==> config.mk <==
export PLATFORM = sky130hd
export DESIGN_NAME = srt_mem
export DESIGN_NICKNAME = d
export VERILOG_FILES = /design/src/rtl/core/assert_macros.svh /design/src/rtl/core/srt_pkg.sv /design/src/rtl/core/srt_mem.sv
export SDC_FILE = /design/constraint.sdc
export NUM_CORES = 2
export LEC_CHECK = 0
export BUFFER_PORTS_ARGS = -buffer_cell sky130_fd_sc_hd__buf_2
export CAP_MARGIN = 40
export CELL_PAD_IN_SITES_DETAIL_PLACEMENT = 1
export CELL_PAD_IN_SITES_GLOBAL_PLACEMENT = 1
export CORE_AREA = 2 2 491 615
export DETAILED_ROUTE_END_ITERATION = 8
export DIE_AREA = 0 0 493 617
export PLACE_DENSITY_LB_ADDON = 0.1
export SLEW_MARGIN = 25
export SYNTH_ARGS = -nofsm -noshare
export SYNTH_HDL_FRONTEND = slang
export SYNTH_SLANG_ARGS = --single-unit
==> constraint.sdc <==
create_clock -name clk -period 20.8 [get_ports clk]
set_input_delay 1.04 -clock clk [delete_from_list [all_inputs] [get_ports clk]]
set_output_delay 1.04 -clock clk [all_outputs]
set_load 0.1 [all_outputs]
==> src/rtl/core/assert_macros.svh <==
// Assertion macros used by the top-level RTL file of the sorted record table.
`ifndef ASSERT_MACROS_SVH
`define ASSERT_MACROS_SVH

// Same-cycle implication, sampled on clk and disabled during rst.
`define SRT_ASSERT_IMPL(label, ante, cons) \
  label: assert property (@(posedge clk) disable iff (rst) (ante) |-> (cons)) \
    else $error("sorted record table: same-cycle check failed");

// Next-cycle implication, sampled on clk and disabled during rst.
`define SRT_ASSERT_NEXT(label, ante, cons) \
  label: assert property (@(posedge clk) disable iff (rst) (ante) |=> (cons)) \
    else $error("sorted record table: next-cycle check failed");

`endif

==> src/rtl/core/srt_pkg.sv <==
// Types and constants of the sorted record table.
package srt_pkg;

  localparam int KEY_W      = 32;
  localparam int NAME_LOW_W = 64;
  localparam int NAME_MID_W = 64;
  localparam int NAME_HI_W  = 32;
  localparam int POS_W      = 5;
  localparam int TOTAL_W    = 5;

  localparam logic CMD_INSERT = 1'b0;
  localparam logic CMD_DELETE = 1'b1;

  typedef enum logic [1:0] {
    ST_DONE    = 2'd0,
    ST_DUP     = 2'd1,
    ST_FULL    = 2'd2,
    ST_MISSING = 2'd3
  } status_e;

  typedef struct packed {
    logic [KEY_W-1:0]      key;
    logic [NAME_LOW_W-1:0] name_low;
    logic [NAME_MID_W-1:0] name_mid;
    logic [NAME_HI_W-1:0]  name_high;
  } record_t;

  typedef struct packed {
    status_e               status;
    logic [POS_W-1:0]      position;
    logic [TOTAL_W-1:0]    total;
    logic [NAME_LOW_W-1:0] name_low;
    logic [NAME_MID_W-1:0] name_mid;
    logic [NAME_HI_W-1:0]  name_high;
  } res_t;

endpackage

==> src/rtl/core/srt_mem.sv <==
// Record memory: one write port and one read port with registered read data.
module srt_mem import srt_pkg::*; #(
  parameter int CAPACITY = 16,
  localparam int AW = $clog2(CAPACITY)
) (
  input  logic          clk,
  input  logic          we,
  input  logic [AW-1:0] waddr,
  input  record_t       wdata,
  input  logic [AW-1:0] raddr,
  output record_t       rdata
);

  record_t mem [CAPACITY];

  always_ff @(posedge clk) begin
    if (we) begin
      mem[waddr] <= wdata;
    end
    rdata <= mem[raddr];
  end

endmodule

==> out/summary.json <==
{
  "layout_common_cells": {"value": "edfxtp_1, mux4_2, buf_2"},
  "number_of_antenna_violating_nets_in_the_routed_design": {"value": 0},
  "synth_cell_types": {"value": 25},
  "total_power": {"value": 14.37, "unit": "mW"},
  "grt_start_max_net_pins": {"value": 132},
  "power.static_leakage": {"value": 44.34, "unit": "nW"},
  "drcViolationCount": {"value": 46},
  "critical_path_peak_fanout": {"value": 90},
  "comb_power_share": {"value": 6.8, "unit": "%"},
  "sink_count": {"value": 3264},
  "status": {"value": "finished with violations"},
  "final.setup_skew": {"value": 0.06061, "unit": "ns"},
  "synth_warnings": {"value": 0},
  "proportion_of_layout_cells_with_a_drive_suffix_above_1": {"value": 30.20, "unit": "%"},
  "tritoncts.num_buffers": {"value": 336},
  "initial_core_util": {"value": 39.74, "unit": "%"},
  "clock_power_share": {"value": 41.6, "unit": "%"},
  "grt_antenna_before_repair": {"value": 101},
  "route.detailed.wl_per_inst": {"value": 31.86, "unit": "um"},
  "slew_headroom": {"value": 25.02, "unit": "%"},
  "hold_path.startpoint": {"value": "wdata[59]"},
  "min_delay_worst_endpoint": {"value": "mem[9][59]"},
  "fp.dieArea": {"value": 0.3042, "unit": "mm^2"},
  "grt.total_usage": {"value": 20.77, "unit": "%"},
  "timing.fmax": {"value": 194.7, "unit": "MHz"},
  "number_of_global_route_vias_before_repair": {"value": 60510},
  "vdd.ir_drop.worst": {"value": 55.73, "unit": "uV"},
  "syn_nets": {"value": 5226},
  "grt_first_pass_wirelength": {"value": 450.9, "unit": "mm"},
  "timing.setup.tns": {"value": 0, "unit": "ns"},
  "num_vias": {"value": 55360},
  "setup-violations-final": {"value": 0},
  "core.rowCount": {"value": 225},
  "reg2reg_slack": {"value": 19.31, "unit": "ns"},
  "dieWidth": {"value": 493, "unit": "um"},
  "drt-initial-drc-count": {"value": 4723},
  "cts_setup_buffers": {"value": 0},
  "gp_routability_congestion": {"value": 0.7052},
  "insertion_delay": {"value": 0.91, "unit": "ns"},
  "placed_area": {"value": 0.1267, "unit": "mm^2"},
  "worst_setup_hold_path_clk_slew": {"value": 0.06, "unit": "ns"},
  "dpl.hpwl": {"value": 165.6, "unit": "mm"},
  "cts_hold_buf": {"value": 0},
  "detailedRoute.firstPassIterationCount": {"value": 9},
  "power_density": {"value": 104.2, "unit": "mW/mm^2"},
  "cts_resized": {"value": 0},
  "core_area": {"value": 0.2990, "unit": "mm^2"},
  "worstReg2RegStart": {"value": "mem[4][71]"},
  "holdWs": {"value": 0.5149, "unit": "ns"},
  "finalHoldViolCount": {"value": 0},
  "violations_in_the_final_reports": {"value": "design-rule violations"},
  "grt_overflow": {"value": 0},
  "power.internal": {"value": 11.10, "unit": "mW"},
  "period_share": {"value": 24.69, "unit": "%"},
  "floorplan.io_pins": {"value": 394},
  "design_area": {"value": 0.1379, "unit": "mm^2"},
  "whs_path_depth": {"value": 1},
  "timing.critical_path.to_type": {"value": "register"},
  "rsz_0062_raised_after_global_routing": {"value": "false"},
  "fin_nets": {"value": 5861},
  "netlist_instances": {"value": 5024},
  "worst_pin_slew": {"value": 1.125, "unit": "ns"},
  "vias_per_cell": {"value": 5.569},
  "io_buffer_count": {"value": 393},
  "synth_seq_area_share": {"value": 80.88, "unit": "%"},
  "p_switching": {"value": 3.267, "unit": "mW"},
  "critical_path_arrival": {"value": 5.90, "unit": "ns"},
  "worstPathRequired": {"value": 21.56, "unit": "ns"},
  "max_transition_viols_final": {"value": 0},
  "clock_tree.buffer_depth": {"value": 4},
  "mappedNetlistArea": {"value": 0.1188, "unit": "mm^2"},
  "detail_route.wirelength": {"value": 316.7, "unit": "mm"},
  "ctsRootBufferMaster": {"value": "clkbuf_16"},
  "netSwitchingFraction": {"value": 22.74, "unit": "%"},
  "cells_on_worst_reg2reg_path": {"value": 4},
  "worst_reg2reg_path_endpoint": {"value": "rdata[71]"},
  "mostFrequentLayoutCell": {"value": "edfxtp_1"},
  "min_period": {"value": 5.135, "unit": "ns"},
  "startpoint_type": {"value": "input port"},
  "syn_avg_cell_area": {"value": 23.65, "unit": "um^2"},
  "number_of_flip_flops_and_latches_in_the_synthesized_netlist": {"value": 3264},
  "crit_type": {"value": "in2reg"},
  "power.sequential.fraction": {"value": 51.6, "unit": "%"},
  "area_growth_syn_to_layout": {"value": 16.06, "unit": "%"},
  "clock_tree_from_tritoncts": {"value": "done"},
  "fp.dieH": {"value": 617, "unit": "um"},
  "htree_num_levels": {"value": 5},
  "drv.max_cap_violation_count": {"value": 0},
  "timing.hold.worst.class": {"value": "in2reg"}
}
==> critical path: stages <==
cell,delay (ns)
buf_12,0.48
buf_4,0.62
buf_4,0.32
buf_16,0.29
buf_4,0.63
buf_4,0.64
buf_4,0.69
mux4_2,0.58
a22oi_1,0.23
nand2_1,0.08
==> Yosys cell counts <==
cell type	n	area, um^2
buf_2	88	440.4
nand2b_1	3	18.77
nor3_1	4	20.02
buf_1	30	112.6
a22oi_1	329	2470
o2111ai_1	1	8.760
a211oi_1	27	202.7
buf_4	38	285.3
dfxtp_1	192	3844
nor2_1	17	63.81
buf_6	4	45.04
or3b_2	1	8.760
edfxtp_1	3072	92250
o22ai_1	27	168.9
a21oi_1	35	175.2
mux2i_1	121	1211
and2_1	2	12.51
nand3b_1	3	22.52
clkinv_1	1	3.750
nor2b_1	13	81.33
o211ai_1	23	172.7
nand3_1	2	10.01
nand2_1	167	626.9
mux4_2	717	16150
clkbuf_1	107	401.6
==> cells by family (layout without fill, tap and decap cells) <==
family / Yosys count / in the layout / synth area share (%)
flops: 3264 / 3264 / 80.88
mux: 838 / 838 / 14.61
compound gates: 442 / 442 / 2.692
buf+inv: 268 / 1174 / 1.085
simple gates: 212 / 212 / 0.7277
other cells: 0 / 38 / 0
==> final cells by class <==
type / count / area (um^2)
inverter: 1 / 3.754
clock inverter: 119 / 1187
multi-input combinational: 1492 / 21600
timing repair buffer: 564 / 4303
fill: 26760 / 161100
tap: 3972 / 4970
antenna: 38 / 95.09
sequential: 3264 / 96090
clock buffer: 490 / 9628
==> layer usage <==
metal	vias to the layer above	global-route usage [%]	wire length (um)
li1	22770	-	-
met1	30670	28.18	133900
met2	1346	34.24	156500
met3	517	4.180	17820
met4	52	5.501	8181
met5	-	0	332
==> state kept, by name, summed over array words and instances, names as in the netlist <==
| name | flops |
|---|---|
| mem | 3072 |
| rdata | 192 |
==> through the flow <==
stage               worst slack, ns  instances  utilization, %
finish                        15.66       9940           46.12
global route                  15.13       9915           46.10
CTS                           15.24       9891           45.99
detailed placement            14.32       9282           42.38
global placement              14.27       9244           42.07
floorplan                     5.335       5024               -
==> worst max-delay path by stage <==
stage	startpoint	to	slack (ns)	cells past startpoint
3_5_place_dp	raddr[0]	rdata[107]	14.32	9
3_3_place_gp	raddr[0]	rdata[130]	14.27	9
4_1_cts	raddr[0]	rdata[107]	15.24	9
5_1_grt	raddr[0]	rdata[107]	15.13	10
6_report	raddr[0]	rdata[107]	15.66	10
2_1_floorplan	waddr[2]	mem[0][0]	5.33	2
==> power groups by stage <==
stage,clock (mW),sequential [mW],combinational [mW]
finish,5.97,7.42,0.976
global route,6.35,7.43,1.04
CTS,6.13,7.42,0.993
detailed placement,0,7.56,0.991
global placement,0,7.56,0.967
floorplan,0,7.87,0.351
No activity file was read; power rests on OpenSTA's default activity.
